$ cat config.mk
export PLATFORM = sky130hd
export DESIGN_NAME = external_power_rail_detector
export DESIGN_NICKNAME = d
export VERILOG_FILES = /design/src/eprd_pkg.sv /design/src/external_power_rail_detector.sv /design/src/eprd_rail.sv
export SDC_FILE = /design/constraint.sdc
export NUM_CORES = 1
export LEC_CHECK = 0
export BUFFER_PORTS_ARGS = -buffer_cell sky130_fd_sc_hd__buf_4
export CORE_MARGIN = 4
export CORE_UTILIZATION = 55
export CTS_BUF_LIST = sky130_fd_sc_hd__clkbuf_4
export DETAILED_ROUTE_END_ITERATION = 8
export PLACE_DENSITY = 0.75
export SETUP_SLACK_MARGIN = 0.2
export SLEW_MARGIN = 5
export SYNTH_ARGS = -nofsm -noshare
export SYNTH_HDL_FRONTEND = slang
export SYNTH_SLANG_ARGS = --single-unit
$ cat constraint.sdc
create_clock -name clk_i -period 7.32 [get_ports clk_i]
set_input_delay 1.464 -clock clk_i [delete_from_list [all_inputs] [get_ports clk_i]]
set_output_delay 1.464 -clock clk_i [all_outputs]
set_load 0.05 [all_outputs]
$ cat src/eprd_pkg.sv
// Package for the external power rail detector.
// Holds the transfer payload types, the register set, the rail state and the fixed levels.
// No dependencies.
package eprd_pkg;

  localparam int unsigned CfgIdxW  = 3;
  localparam int unsigned CfgDataW = 32;

  localparam logic [15:0] ChargeMaxOk     = 16'd25856;
  localparam logic [14:0] ChargeFullScale = 15'd25600;

  typedef enum logic [CfgIdxW-1:0] {
    CFG_ENTER_LEVEL   = 3'd0,
    CFG_EXIT_LEVEL    = 3'd1,
    CFG_EXIT_SAMPLES  = 3'd2,
    CFG_SETTLE_MIN_US = 3'd3,
    CFG_CHARGE_DELTA  = 3'd4,
    CFG_FULL_LEVEL    = 3'd5,
    CFG_FULL_CHARGE   = 3'd6
  } cfg_idx_e;

  typedef enum logic [1:0] {
    SRC_UNKNOWN  = 2'd0,
    SRC_BATTERY  = 2'd1,
    SRC_EXTERNAL = 2'd2
  } power_src_e;

  typedef struct packed {
    logic        read_ok;
    logic [15:0] raw_cell_voltage;
    logic [15:0] raw_charge;
    logic [47:0] time_us;
  } in_t;

  typedef struct packed {
    logic        link_ok;
    logic        seen_ok;
    logic [1:0]  rail_source;
    logic        settling;
    logic        charge_valid;
    logic        charge_in_range;
    logic [15:0] held_voltage;
    logic [15:0] held_charge;
    logic [14:0] clamped_charge;
    logic [31:0] polls;
    logic [31:0] fails;
    logic [47:0] last_good_time;
  } out_t;

  typedef struct packed {
    logic [15:0] enter_level;
    logic [15:0] exit_level;
    logic [3:0]  exit_samples;
    logic [31:0] settle_min_us;
    logic [15:0] charge_delta;
    logic [15:0] full_level;
    logic [15:0] full_charge;
  } cfg_t;

  localparam cfg_t CfgReset = '{
    enter_level:   16'd54144,
    exit_level:    16'd53888,
    exit_samples:  4'd3,
    settle_min_us: 32'd15000000,
    charge_delta:  16'd256,
    full_level:    16'd52480,
    full_charge:   16'd23040
  };

  typedef struct packed {
    logic        on_external;
    logic [3:0]  low_run;
    logic        recovering;
    logic [15:0] charge_at_entry;
    logic [47:0] settle_start;
  } rail_t;

endpackage

$ cat src/external_power_rail_detector.sv
// Top level of the external power rail detector: register set, held status and result register.
// Depends on eprd_pkg and eprd_rail.
//
//   channel  direction  handshake                  payload
//   in       input      in_valid_i / in_stall_o    in_data_i  (eprd_pkg::in_t)
//   out      output     out_valid_o / out_stall_i  out_data_o (eprd_pkg::out_t)
//   cfg      input      cfg_we_i                   cfg_idx_i, cfg_data_i
//
// Each poll's status is in the result register in the cycle after its transfer.
// One poll can be accepted in every cycle while the input is not stalled; the single result register sets that figure.
// The input stalls only while a result is held and the output is stalled.
// Reset returns the register set and all state but the result payload register to their initial values.
module external_power_rail_detector (
  input  logic                                clk_i,
  input  logic                                rst_ni,
  input  logic                                in_valid_i,
  output logic                                in_stall_o,
  input  eprd_pkg::in_t                       in_data_i,
  output logic                                out_valid_o,
  input  logic                                out_stall_i,
  output eprd_pkg::out_t                      out_data_o,
  input  logic                                cfg_we_i,
  input  logic [eprd_pkg::CfgIdxW-1:0]        cfg_idx_i,
  input  logic [eprd_pkg::CfgDataW-1:0]       cfg_data_i
);
  import eprd_pkg::*;

  cfg_t        cfg_q;
  rail_t       rail_q, rail_d, rail_next;
  logic        ever_good_q, settling_shown_q;
  logic [15:0] last_voltage_q, last_charge_q;
  logic [47:0] last_time_q;
  logic [31:0] poll_total_q, fail_total_q;
  logic        out_valid_q;
  out_t        out_q, out_d;
  logic        accept;
  logic        ok;
  logic        in_range;
  logic [15:0] held_charge;

  assign in_stall_o  = out_valid_q && out_stall_i;
  assign accept      = in_valid_i && !in_stall_o;
  assign out_valid_o = out_valid_q;
  assign out_data_o  = out_q;
  assign ok          = in_data_i.read_ok;

  eprd_rail u_rail (
    .cfg_i     (cfg_q),
    .rail_i    (rail_q),
    .voltage_i (in_data_i.raw_cell_voltage),
    .charge_i  (in_data_i.raw_charge),
    .time_i    (in_data_i.time_us),
    .rail_o    (rail_next)
  );

  always_comb begin
    rail_d      = ok ? rail_next : rail_q;
    in_range    = ok && (in_data_i.raw_charge <= ChargeMaxOk);
    held_charge = ok ? in_data_i.raw_charge : last_charge_q;

    out_d.link_ok         = ok;
    out_d.seen_ok         = ever_good_q || ok;
    out_d.rail_source     = !ok ? SRC_UNKNOWN :
                            (rail_next.on_external ? SRC_EXTERNAL : SRC_BATTERY);
    out_d.settling        = ok ? rail_next.recovering : settling_shown_q;
    out_d.charge_valid    = in_range && !rail_next.on_external && !rail_next.recovering;
    out_d.charge_in_range = in_range;
    out_d.held_voltage    = ok ? in_data_i.raw_cell_voltage : last_voltage_q;
    out_d.held_charge     = held_charge;
    out_d.clamped_charge  = (held_charge > {1'b0, ChargeFullScale}) ? ChargeFullScale
                                                                    : held_charge[14:0];
    out_d.polls           = poll_total_q + 32'd1;
    out_d.fails           = fail_total_q + {31'd0, !ok};
    out_d.last_good_time  = ok ? in_data_i.time_us : last_time_q;
  end

  always_ff @(posedge clk_i or negedge rst_ni) begin
    if (!rst_ni) begin
      cfg_q <= CfgReset;
    end else if (cfg_we_i) begin
      case (cfg_idx_e'(cfg_idx_i))
        CFG_ENTER_LEVEL:   cfg_q.enter_level   <= cfg_data_i[15:0];
        CFG_EXIT_LEVEL:    cfg_q.exit_level    <= cfg_data_i[15:0];
        CFG_EXIT_SAMPLES:  cfg_q.exit_samples  <= cfg_data_i[3:0];
        CFG_SETTLE_MIN_US: cfg_q.settle_min_us <= cfg_data_i;
        CFG_CHARGE_DELTA:  cfg_q.charge_delta  <= cfg_data_i[15:0];
        CFG_FULL_LEVEL:    cfg_q.full_level    <= cfg_data_i[15:0];
        CFG_FULL_CHARGE:   cfg_q.full_charge   <= cfg_data_i[15:0];
        default: ;
      endcase
    end
  end

  always_ff @(posedge clk_i or negedge rst_ni) begin
    if (!rst_ni) begin
      rail_q           <= '0;
      ever_good_q      <= 1'b0;
      settling_shown_q <= 1'b0;
      last_voltage_q   <= '0;
      last_charge_q    <= '0;
      last_time_q      <= '0;
      poll_total_q     <= '0;
      fail_total_q     <= '0;
    end else if (accept) begin
      rail_q           <= rail_d;
      ever_good_q      <= out_d.seen_ok;
      settling_shown_q <= out_d.settling;
      last_voltage_q   <= out_d.held_voltage;
      last_charge_q    <= out_d.held_charge;
      last_time_q      <= out_d.last_good_time;
      poll_total_q     <= out_d.polls;
      fail_total_q     <= out_d.fails;
    end
  end

  always_ff @(posedge clk_i or negedge rst_ni) begin
    if (!rst_ni) begin
      out_valid_q <= 1'b0;
    end else if (accept) begin
      out_valid_q <= 1'b1;
    end else if (!out_stall_i) begin
      out_valid_q <= 1'b0;
    end
  end

  always_ff @(posedge clk_i) begin
    if (accept) begin
      out_q <= out_d;
    end
  end

endmodule

$ cat src/eprd_rail.sv
// Next-state logic of the rail tracker for one good gauge sample.
// Depends on eprd_pkg for the register set, the rail state type and the charge limit.
module eprd_rail (
  input  eprd_pkg::cfg_t  cfg_i,
  input  eprd_pkg::rail_t rail_i,
  input  logic [15:0]     voltage_i,
  input  logic [15:0]     charge_i,
  input  logic [47:0]     time_i,
  output eprd_pkg::rail_t rail_o
);
  import eprd_pkg::*;

  logic [47:0] elapsed;
  logic [15:0] diff;
  logic        moved;
  logic        full;
  logic        settle_done;
  logic [3:0]  run_inc;
  logic        leave;

  always_comb begin
    elapsed     = time_i - rail_i.settle_start;
    diff        = (charge_i >= rail_i.charge_at_entry) ? charge_i - rail_i.charge_at_entry
                                                       : rail_i.charge_at_entry - charge_i;
    moved       = diff >= cfg_i.charge_delta;
    full        = (voltage_i >= cfg_i.full_level) && (charge_i >= cfg_i.full_charge)
                  && (charge_i <= ChargeMaxOk);
    settle_done = (elapsed >= {16'd0, cfg_i.settle_min_us}) && (moved || full);
    run_inc     = rail_i.low_run + 4'd1;
    leave       = (run_inc >= cfg_i.exit_samples) || (run_inc == 4'd0);

    rail_o = rail_i;
    if (voltage_i >= cfg_i.enter_level) begin
      rail_o.on_external     = 1'b1;
      rail_o.low_run         = 4'd0;
      rail_o.recovering      = 1'b0;
      rail_o.charge_at_entry = charge_i;
    end else if (!rail_i.on_external) begin
      if (rail_i.recovering && settle_done) begin
        rail_o.recovering = 1'b0;
      end
    end else if (voltage_i <= cfg_i.exit_level) begin
      if (leave) begin
        rail_o.on_external  = 1'b0;
        rail_o.low_run      = 4'd0;
        rail_o.recovering   = 1'b1;
        rail_o.settle_start = time_i;
      end else begin
        rail_o.low_run = run_inc;
      end
    end else begin
      rail_o.low_run = 4'd0;
    end
  end

endmodule

-- Yosys cells after proc, flatten, opt, wreduce, memory -nomap -nowiden
Cells that the tools add are included.
- add/sub/neg operators: 6
- magnitude comparators: 10
- equality and inequality tests: 7
- multiplexer cells: 18
- bitwise operators: 1
- reduce and logical (&&, ||, !) cells: 30
- operators with widths (kind ; number):
    $ge A16 B16 Y1 ; 5
    $ge A48 B32 Y1 ; 1
    $mux W16 ; 3
    $mux W48 ; 1
    $sub A48 B48 Y48 ; 1
    $add A32 B1 Y32 ; 1
    $add A32 B1 Y32 const B ; 1
    $sub A16 B16 Y16 ; 2
    $gt A16 B15 Y1 const B ; 1
    $le A16 B15 Y1 const B ; 1
    $le A16 B16 Y1 ; 1
    $reduce_and A2 Y1 ; 8
    $eq A3 B3 Y1 const B ; 3
    $logic_and A1 B1 Y1 ; 9
    $mux W1 ; 9
    $mux W4 ; 2
    $eq A3 B2 Y1 const B ; 2
    $mux W6 ; 1
    $reduce_and A3 Y1 ; 2
    $reduce_and A6 Y1 ; 1
    $mux W5 ; 1
    $add A4 B1 Y4 const B ; 1
    $ge A4 B4 Y1 ; 1
    $logic_not A1 Y1 ; 4
    other kinds (8) ; 10
- bits in registers: 499
- output and inout bits: 168
- word-level logic and storage cells: 104

-- Longest topological paths before layout
Gate-level depths: netlist of the first run.
- depth in word-level cells: 12
- mapped depth: 25

-- Hierarchy
From an unflattened synthesis of the first run, not the netlist that was laid out.
- cells, all modules: 2705
- area total of the unflattened synthesis: 28353.4 um2
- modules (own cells, without submodules) (module ; times used ; cells an instance ; area an instance (um2) ; seq. area each (um2)):
    external_power_rail_detector ; 1 ; 1461 ; 20148.1 ; 13359.1
    eprd_rail ; 1 ; 1244 ; 8205.4 ; 0.0

-- Worst setup path before layout of the first run
Ideal clock, no wire load.
- kind: input-to-reg
- start point: in out_stall_i
- end point: reg out_q (netlist bit out_data_o[0]), enable pin
- arrival time: 6.833 ns
- required time: 6.725 ns
- slack: -0.108 ns
- cell stages on the path: 5
- cells stage by stage: nand2_1 nand2_1 inv_1 clkbuf_1 clkbuf_1
- cells in the longest elaborated chain, start to end: 3
- ends and longest elaborated chain (element ; RTL line ; text):
    start: declaration ; external_power_rail_detector.sv:20 ; input logic out_stall_i,
    $logic_and A1 B1 Y1 ; external_power_rail_detector.sv:41 ; assign in_stall_o = out_valid_q && out_stall_i;
    $logic_not A1 Y1 ; external_power_rail_detector.sv:42 ; assign accept = in_valid_i && !in_stall_o;
    $logic_and A1 B1 Y1 ; external_power_rail_detector.sv:42 ;
    named net accept ; external_power_rail_detector.sv:36 ; logic accept;
    end signal: assignment ; external_power_rail_detector.sv:128 ; out_q <= out_d;
    end: declaration ; external_power_rail_detector.sv:35 ; out_t out_q, out_d;
The timed path passes the listed nets, and every way through them passes these cells.
A chain may end at the register's enable or synchronous reset.

==> run summary, run 1 <==
The core region is 49,000 sq um. The filler cell count came out at 3,856. The full die area is 53,100 sq um. The number of hold buffers added after CTS came out at 0. The flow ran to the end, and the final reports show no timing, DRC or antenna violations. Global routing used 25.4% of the available tracks across all layers.

Before antenna repair, the detailed router went through 5 iterations. The routed wire length is 66,700 um. The post-place instance area is 30,000 sq um. The share of synthesized area in the top cell type comes to 27.6%.

The startpoint of the lowest-slack register-to-register path is rail_q[48]. The clock drives 499 sinks. The count of placed standard cells including taps came out at 3,482. The longest clock path from root to sink contains 3 buffers.

The total of buffers placed on input and output ports came out at 288. The final global-route overflow total is 0. Once the floorplan was initialized, standard cells occupied 55.6% of the core. The required time of the worst setup path is 8.00 ns. The congestion estimate from routability-driven global placement came to 0.920.

The clock edge transition at the registers on the reported setup and hold paths is 0.06 ns. Entering global routing, the biggest net connects 175 pins. By area the synthesized netlist is led by sky130_fd_sc_hd__dfrtp_1, sky130_fd_sc_hd__edfxtp_1, sky130_fd_sc_hd__ha_1, sky130_fd_sc_hd__mux2_2, sky130_fd_sc_hd__nand2_1.

The number of nets in the final layout is 3,273. The setup violation total in the final timing report is 0. At the worst endpoint, the arrival time is 6.60 ns. In this run the post-CTS setup repair buffer count came out at 0. The final critical-path required period is 5.92 ns. The number of DRC violations after detailed routing is 0. The total power density per cell area is 318 nW/um^2. The via count of the first global-routing pass came out at 20,900. The number of nets in the synthesized netlist came out at 2,933. The post-route fraction of the period consumed by the critical path is 80.9%.

The most area-hungry cell type in the Yosys netlist is sky130_fd_sc_hd__dfrtp_1. The number of distinct library cell variants in the gate-level netlist after synthesis came out at 83. In this run the most critical hold path is launched from ever_good_q.

The post-synthesis sequential area ratio came out at 49.1%. The number of antenna violations at the first check in global routing is 7. The hold violation total from the final report is 0. The capture endpoint of the worst hold path is ever_good_q. Synthesis inferred 499 register bits. Setup total negative slack on the finished layout was measured at 0 ns.

The worst setup path is captured at a flop. The detailed router's first-iteration violation count came out at 1,328. Setup repair after global routing left no endpoint under its margin. The register-to-register setup slack is 1.80 ns. The number of warnings printed during yosys synthesis came out at 0. 289 I/O pins were placed.

The HPWL after detailed placement is 49,200 um. The number of levels the H-tree was split into came out at 4. The number of vias after detailed routing came out at 20,500. The post-synthesis async set-or-reset flop share is 66.7%. For this design the static power due to leakage is 14.8 nW.

The endpoint of the worst-slack reg-to-reg timing path is out_data_o[160]. The main flop type after synthesis is sky130_fd_sc_hd__dfrtp_1. In the final layout, the share of cells above drive strength 1 is 25.5%.

The worst pin sits at a relative slew slack of 25.7%. From left edge to right edge, the die measures 230 um. The peak supply drop is 0.000171 V. The max-slew violation count came out at 0. The count of max-cap constraint violations came out at 0. The number of rows in the core area is 81. The clock tree root buffer cell is sky130_fd_sc_hd__clkbuf_4.

Static timing analysis puts the maximum clock frequency at 169 MHz. The average wire per cell in the routed design came out at 17.9 um. From synthesis to final layout, the design area changed by 17.0%.

The number of cells traversed by the worst register-to-register path came out at 23. The number of gates resized after CTS was 0. The post-detailed-route count of antenna-violating nets came out at 0. STA classifies the critical path startpoint as an input pin.

The number of buffers created by CTS is 131. The die boundary height came out at 230 um. Along the worst hold path, the cell count comes to 1. The setup path with the least slack is of type input pin to flop. The CTS tree is done. The worst hold-check slack came out at 0.468 ns. The transition time at the pin with the least slew margin is 1.11 ns. The synthesized instance count is 2,611. The count of flip-flops with a built-in enable after synthesis came out at 166.

The average via count per standard cell came out at 5.49. The average instance in the mapped netlist occupies 10.4 sq um. Between clock sinks in the finished design, the worst skew comes to 0.0532 ns. The clock latency on the worst-skew pair is 0.95 ns.

The cell area after layout is 31,900 sq um. The largest fanout on the critical path came out at 16. The netlist area before placement came out at 27,200 sq um. The global-route wire length before repair is 109,000 um. Once layout is complete, the cells apart from fillers number 3,729. The min-delay analysis places its worst path in the category flop to flop.
-- metrics by stage --
step,util (%),total power [mW],setup slack [ns]
3_3_place_gp,61.3,7.41,0.637
4_1_cts,65.0,10.2,1.61
6_report,65.1,10.1,1.40
2_1_floorplan,-,6.49,1.32
3_5_place_dp,61.3,7.54,0.549
5_1_grt,65.1,10.9,1.11
-- worst max-delay path, cell delays in order --
cell and delay (ns):
sky130_fd_sc_hd__buf_4 0.13, sky130_fd_sc_hd__inv_1 0.09, sky130_fd_sc_hd__ha_1 0.16, sky130_fd_sc_hd__inv_1 0.06
sky130_fd_sc_hd__fa_1 0.39, sky130_fd_sc_hd__a21o_1 0.18, sky130_fd_sc_hd__a21oi_1 0.25, sky130_fd_sc_hd__o21ai_0 0.13
sky130_fd_sc_hd__o2111ai_1 0.16, sky130_fd_sc_hd__a31oi_1 0.16, sky130_fd_sc_hd__or4_1 0.44, sky130_fd_sc_hd__a221oi_2 0.46
sky130_fd_sc_hd__buf_12 0.23, sky130_fd_sc_hd__mux2i_1 0.27, sky130_fd_sc_hd__nor3_1 0.07, sky130_fd_sc_hd__nor3_1 0.22
sky130_fd_sc_hd__xnor2_1 0.16, sky130_fd_sc_hd__ha_1 0.27, sky130_fd_sc_hd__and4_1 0.19, sky130_fd_sc_hd__a221oi_1 0.24
sky130_fd_sc_hd__a21oi_1 0.13, sky130_fd_sc_hd__a211oi_1 0.23, sky130_fd_sc_hd__o211ai_1 0.17, sky130_fd_sc_hd__nand2_1 0.11
sky130_fd_sc_hd__and4b_1 0.20
-- cell families after synthesis --
family | synth area share [%]
buf+inv | 4.51
xor+xnor | 5.47
flops | 49.1
simple gates | 12.6
fa+ha+maj | 9.32
mux | 8.60
compound gates | 10.4
-- placed cells by master (no fill, tap or decap), types with 28 or more instances in the layout --
cell type                  instances
sky130_fd_sc_hd__dfstp_2          33
sky130_fd_sc_hd__xnor2_1          91
sky130_fd_sc_hd__dfrtp_1         300
sky130_fd_sc_hd__mux2i_1          28
sky130_fd_sc_hd__xor2_1           79
sky130_fd_sc_hd__clkbuf_4        209
sky130_fd_sc_hd__nand2_1         412
sky130_fd_sc_hd__inv_1           226
sky130_fd_sc_hd__nand4_1          46
sky130_fd_sc_hd__mux2_2          183
sky130_fd_sc_hd__nor2_1          105
sky130_fd_sc_hd__o21ai_0         147
sky130_fd_sc_hd__buf_4           298
sky130_fd_sc_hd__a21o_1           41
sky130_fd_sc_hd__a21oi_1         116
sky130_fd_sc_hd__edfxtp_1        166
sky130_fd_sc_hd__ha_1            198
sky130_fd_sc_hd__nand3_1          38
-- synthesized netlist by cell type (18+ instances only) --
cell and number:
sky130_fd_sc_hd__mux2i_1 28, sky130_fd_sc_hd__a211oi_1 20, sky130_fd_sc_hd__a21o_1 41, sky130_fd_sc_hd__xor2_1 79, sky130_fd_sc_hd__o21ai_0 147, sky130_fd_sc_hd__and3_1 25
sky130_fd_sc_hd__dfrtp_1 300, sky130_fd_sc_hd__nand4_1 46, sky130_fd_sc_hd__o21a_1 25, sky130_fd_sc_hd__inv_1 227, sky130_fd_sc_hd__ha_1 198, sky130_fd_sc_hd__nor2b_1 18
sky130_fd_sc_hd__dfstp_2 33, sky130_fd_sc_hd__nand3_1 38, sky130_fd_sc_hd__nand2_1 413, sky130_fd_sc_hd__xnor2_1 91, sky130_fd_sc_hd__mux2_2 183, sky130_fd_sc_hd__nand2b_1 21
sky130_fd_sc_hd__a21oi_1 116, sky130_fd_sc_hd__nor3_1 30, sky130_fd_sc_hd__clkbuf_1 75, sky130_fd_sc_hd__edfxtp_1 166, sky130_fd_sc_hd__nor2_1 105
-- how the worst max path moves through the flow --
stage	start	endpoint	slack, ns	cells past startpoint
final	in_data_i[48]	out_data_o[160]	1.40	25
after floorplan	in_data_i[48]	out_data_o[160]	1.32	25
after global placement	in_data_i[48]	out_data_o[160]	0.64	25
after detailed placement	in_data_i[48]	out_data_o[160]	0.55	25
after CTS	in_data_i[48]	out_data_o[160]	1.61	25
after global routing	in_data_i[48]	out_data_o[160]	1.11	25
-- registers in the layout (all words and copies together), names as in the netlist --
register	cells
last_voltage_q	16
poll_total_q	32
cfg_q	116
last_charge_q	16
ever_good_q	1
out_valid_o	1
settling_shown_q	1
rail_q	70
last_time_q	48
fail_total_q	32
out_data_o	166
-- power by group --
| group | total, mW | switching [mW] | leakage [nW] | internal [mW] |
|---|---|---|---|---|
| clock | 2.60 | 1.16 | 1.09 | 1.44 |
| sequential | 3.66 | 0.246 | 5.77 | 3.42 |
| combinational | 3.86 | 2.29 | 7.97 | 1.57 |
-- area by class of cell --
class / instances / area (sq um) / area share, %
antenna: 5 / 12.5 / 0.0393
clock buffer: 209 / 1570 / 4.93
clock inverter: 33 / 259 / 0.813
inverter: 227 / 860 / 2.70
multi-input combinational: 1791 / 12700 / 39.8
sequential: 499 / 13400 / 41.9
tap: 664 / 831 / 2.61
timing repair buffer: 301 / 2290 / 7.20
-- metal layers --
layer / vias to the layer above / global-route usage, % / wire, um
met1: 9964 / 34.3 / 29400
met3: 101 / 5.97 / 4110
met2: 566 / 40.6 / 31600
li1: 9848 / - / -
met5: - / 0 / 34
met4: 4 / 9.24 / 1570
Note: power is estimated with default switching activity, not from simulation.
==> run 2: changes to the inputs <==
==> constraint.sdc (replaced) <==
create_clock -name clk_i -period 5.51 [get_ports clk_i]
set_input_delay 1.102 -clock clk_i [delete_from_list [all_inputs] [get_ports clk_i]]
set_output_delay 1.102 -clock clk_i [all_outputs]
set_load 0.05 [all_outputs]
==> run 2 against run 1 <==
  * Power is 38% higher
  * Critical path depth down 2
  * First-iteration DRC count shrank 7.6%
  * Sequential share of layout area is 0.95 points lower
  * Sequential cell count unchanged
  * Worst setup slack worse by 0.89 ns
  * Largest cell class unchanged
==> run summary, run 2 (synthesized netlist as in run 1, its figures left out) <==
The clock tree buffer depth came to 3 (unchanged). The all-layer global routing usage is 25.7% (+0.22 points). The maximum number of pins on one net before global-route repair came out at 188 (+7.4%).

The die span in x was 230 um (unchanged). The via count of the first global-routing pass is 21,100 (+0.86%). The area growth from synthesis to layout is 19.7%. The post-detailed-route count of antenna-violating nets is 0 (unchanged). The clock edge transition at the registers on the reported setup and hold paths came out at 0.07 ns (about the same). The average wire per cell in the routed design came to 17.9 um (about the same). The first-pass iteration count of the detailed router came to 5 (unchanged).

The final critical-path required period is 5.00 ns. The worst slack after detailed placement came out at -0.513 ns (-1.06 ns). The effective utilization at floorplan is 55.6% (unchanged). The boundary pin count is 289 (unchanged). The clock latency on the worst-skew pair is 0.95 ns (about the same). The peak supply drop came out at 0.000213 V (+24%).

The die boundary height is 230 um (unchanged). The achievable clock frequency came out at 200 MHz. The headroom to the max-slew limit is 28.4% (+2.7 points). The number of sinks driven by the clock tree came out at 499 (unchanged). The number of rows in the core area is 81 (unchanged). The clock tree root buffer cell is sky130_fd_sc_hd__clkbuf_4.

The number of antenna violations at the first check in global routing came to 3 (-4). In the layout the commonest cells are sky130_fd_sc_hd__nand2_1, sky130_fd_sc_hd__buf_4, sky130_fd_sc_hd__dfrtp_1, sky130_fd_sc_hd__inv_1, sky130_fd_sc_hd__clkbuf_4. The fraction of layout cells with a size suffix above 1 is 27.8% (+2.3 points). The max-slew violation count is 0 (unchanged). The number of vias after detailed routing came out at 20,700 (+1.3%).

The CTS tree is done. The setup violation total in the final timing report is 0 (unchanged). The sort of element at the start of the critical path is a flop. Setup repair after global routing left no endpoint under its margin. The number of levels the H-tree was split into came out at 4 (unchanged).

The final worst clock skew is 0.0548 ns (+0.00156 ns). The signal arrival time at the worst endpoint came out at 5.66 ns (-0.94 ns). The required time of the worst setup path is 6.17 ns (-1.83 ns). The placeable core area is 49,000 sq um (unchanged). The critical path is of the flop to flop type. The final global-route overflow total is 0 (unchanged). The end-of-flow core utilization was 66.6% (+1.5 points). The critical path goes through ha_1 > inv_1 > fa_2 > a21o_1 > a21oi_2 > o21ai_0 > o2111ai_1 > a31oi_1 > or4_1 > a221oi_2 > buf_4 > mux2i_2 > nor3_1 > nor3_2 > xnor2_1 > ha_1 > and4_1 > a221oi_2 > a21oi_1 > a211oi_1 > o211ai_1 > nand2_1 > and4b_1. The post-route fraction of the period consumed by the critical path is 90.8%. The worst path setup slack after routing is 0.505 ns (-0.892 ns).

The count of max-cap constraint violations was 0 (unchanged). The total power density per cell area is 430 nW/um^2 (+35%). The number of DRC violations after detailed routing is 0 (unchanged).

The largest fanout on the critical path was 8 (-8). The static leakage power is 15.3 nW (+2.9%). The number of hold buffers added after CTS is 0 (unchanged). The detailed router's first-iteration violation count came out at 1,227 (-7.6%).

The number of nets in the final layout is 3,357 (+2.6%). The transition time at the pin with the least slew margin is 1.07 ns (-0.0383 ns). The global-route wire length before repair came out at 109,000 um (+0.71%). In this design, the largest share of critical-path delay is due to compound AO/OA/AOI/OAI gates. The number of buffers created by CTS came to 134 (+2.3%).

The routed wire length came to 68,200 um (+2.2%). Among all stages on the critical path, the largest delay is contributed by sky130_fd_sc_hd__or4_1. The total of buffers placed on input and output ports came out at 288 (unchanged). The number of flip-flops under the largest register name is 166 (unchanged). The flow ran to the end, and the final reports show no timing, DRC or antenna violations. The leading cell type in the layout, fill and taps excluded is sky130_fd_sc_hd__nand2_1. The path class of the lowest-slack min-delay path is input pin to asynchronous set/reset pin. The placed wire-length estimate is 50,100 um (+1.9%). The largest incremental delay on the critical path is 0.45 ns (about the same). STA classifies the critical path endpoint as a flop. The weighted congestion at the end of routability-driven global placement is 0.906 (-1.5%). The average via count per standard cell is 5.44 (-0.95%). The full die area is 53,100 sq um (unchanged).

The hold violation total from the final report is 0 (unchanged). The combined buffer and inverter count along the critical path was 2 (-2).
[run 2: changes by cell type in the layout (fill, tap and decap cells not counted), sizes merged]
cell and delta:
buf +81, clkbuf +8, inv -3, clkinvlp -2
diode -2, bufinv +1, clkinv +1
[run 2: routing by layer]
metal / vias up / wire length [um] / track usage (%)
met5: - / 13 / 0
met4: 2 / 1340 / 8.30
met3: 103 / 4250 / 6.18
met2: 598 / 32100 / 41.0
met1: 10000 / 30500 / 34.8
li1: 10000 / - / -
[run 2: path summary, 6_finish.rpt]
check | to | start | slack (ns) | depth (start not counted)
setup / recovery | out_data_o[160] | rail_q[48] | 0.51 | 23
hold / removal | cfg_q[100] | rst_ni | 0.15 | 1
setup reg to reg | out_data_o[160] | rail_q[48] | 0.51 | 23
hold reg to reg | ever_good_q | ever_good_q | 0.47 | 1
max in group asynchronous | last_charge_q[7] | rst_ni | 4.15 | 2
min in group clk_i | cfg_q[65] | cfg_data_i[17] | 0.41 | 2
[run 2: worst register-to-register path, delay by kind of cell, from the launching register on]
| family | cells | cell delay (ns) |
|---|---|---|
| AO/OA/AOI/OAI | 10 | 1.70 |
| XOR/XNOR | 1 | 0.11 |
| adder cells (fa/ha/maj) | 3 | 0.82 |
| buffers and inverters | 2 | 0.27 |
| flip-flops | 1 | 0.36 |
| multiplexers | 1 | 0.27 |
| AND/OR/NAND/NOR | 6 | 1.22 |
[run 2: stage by stage]
step / TNS (ns) / hold WS, ns / std cells / instance area, sq um / power, mW
after floorplan: 0 / 0.425 / 2611 / 27200 / 8.64
after global placement: -1.04 / 0.445 / 3558 / 30600 / 10.1
after detailed placement: -1.65 / 0.452 / 3558 / 30600 / 10.3
after CTS: 0 / 0.0965 / 3805 / 32500 / 14.0
after global routing: 0 / 0.135 / 3812 / 32600 / 15.0
final: 0 / 0.151 / 3813 / 32600 / 14.0
[run 2: where the power goes]
| group | internal (mW) | switching, mW |
|---|---|---|
| Combinational | 2.38 | 3.16 |
| Sequential | 4.54 | 0.335 |
| Clock | 2.02 | 1.56 |
| Total | 8.95 | 5.05 |
[run 2: what timing repair did]
| item | 4_1_cts | 5_1_grt |
|---|---|---|
| setup endpoints to repair | 0 | 4 |
| hold endpoints to repair | 0 | 0 |
| buffers inserted | 0 | 5 |
| resized for setup | 0 | 13 |
[run 2: cell type report]
type	instances	area (sq um)
Clock buffer	217	1630
Inverter	227	860
Sequential cell	499	13400
Multi-Input combinational cell	1791	12700
Clock inverter	30	265
Antenna cell	3	7.51
Fill cell	3868	16400
Timing Repair Buffer	382	2910
Tap cell	664	831
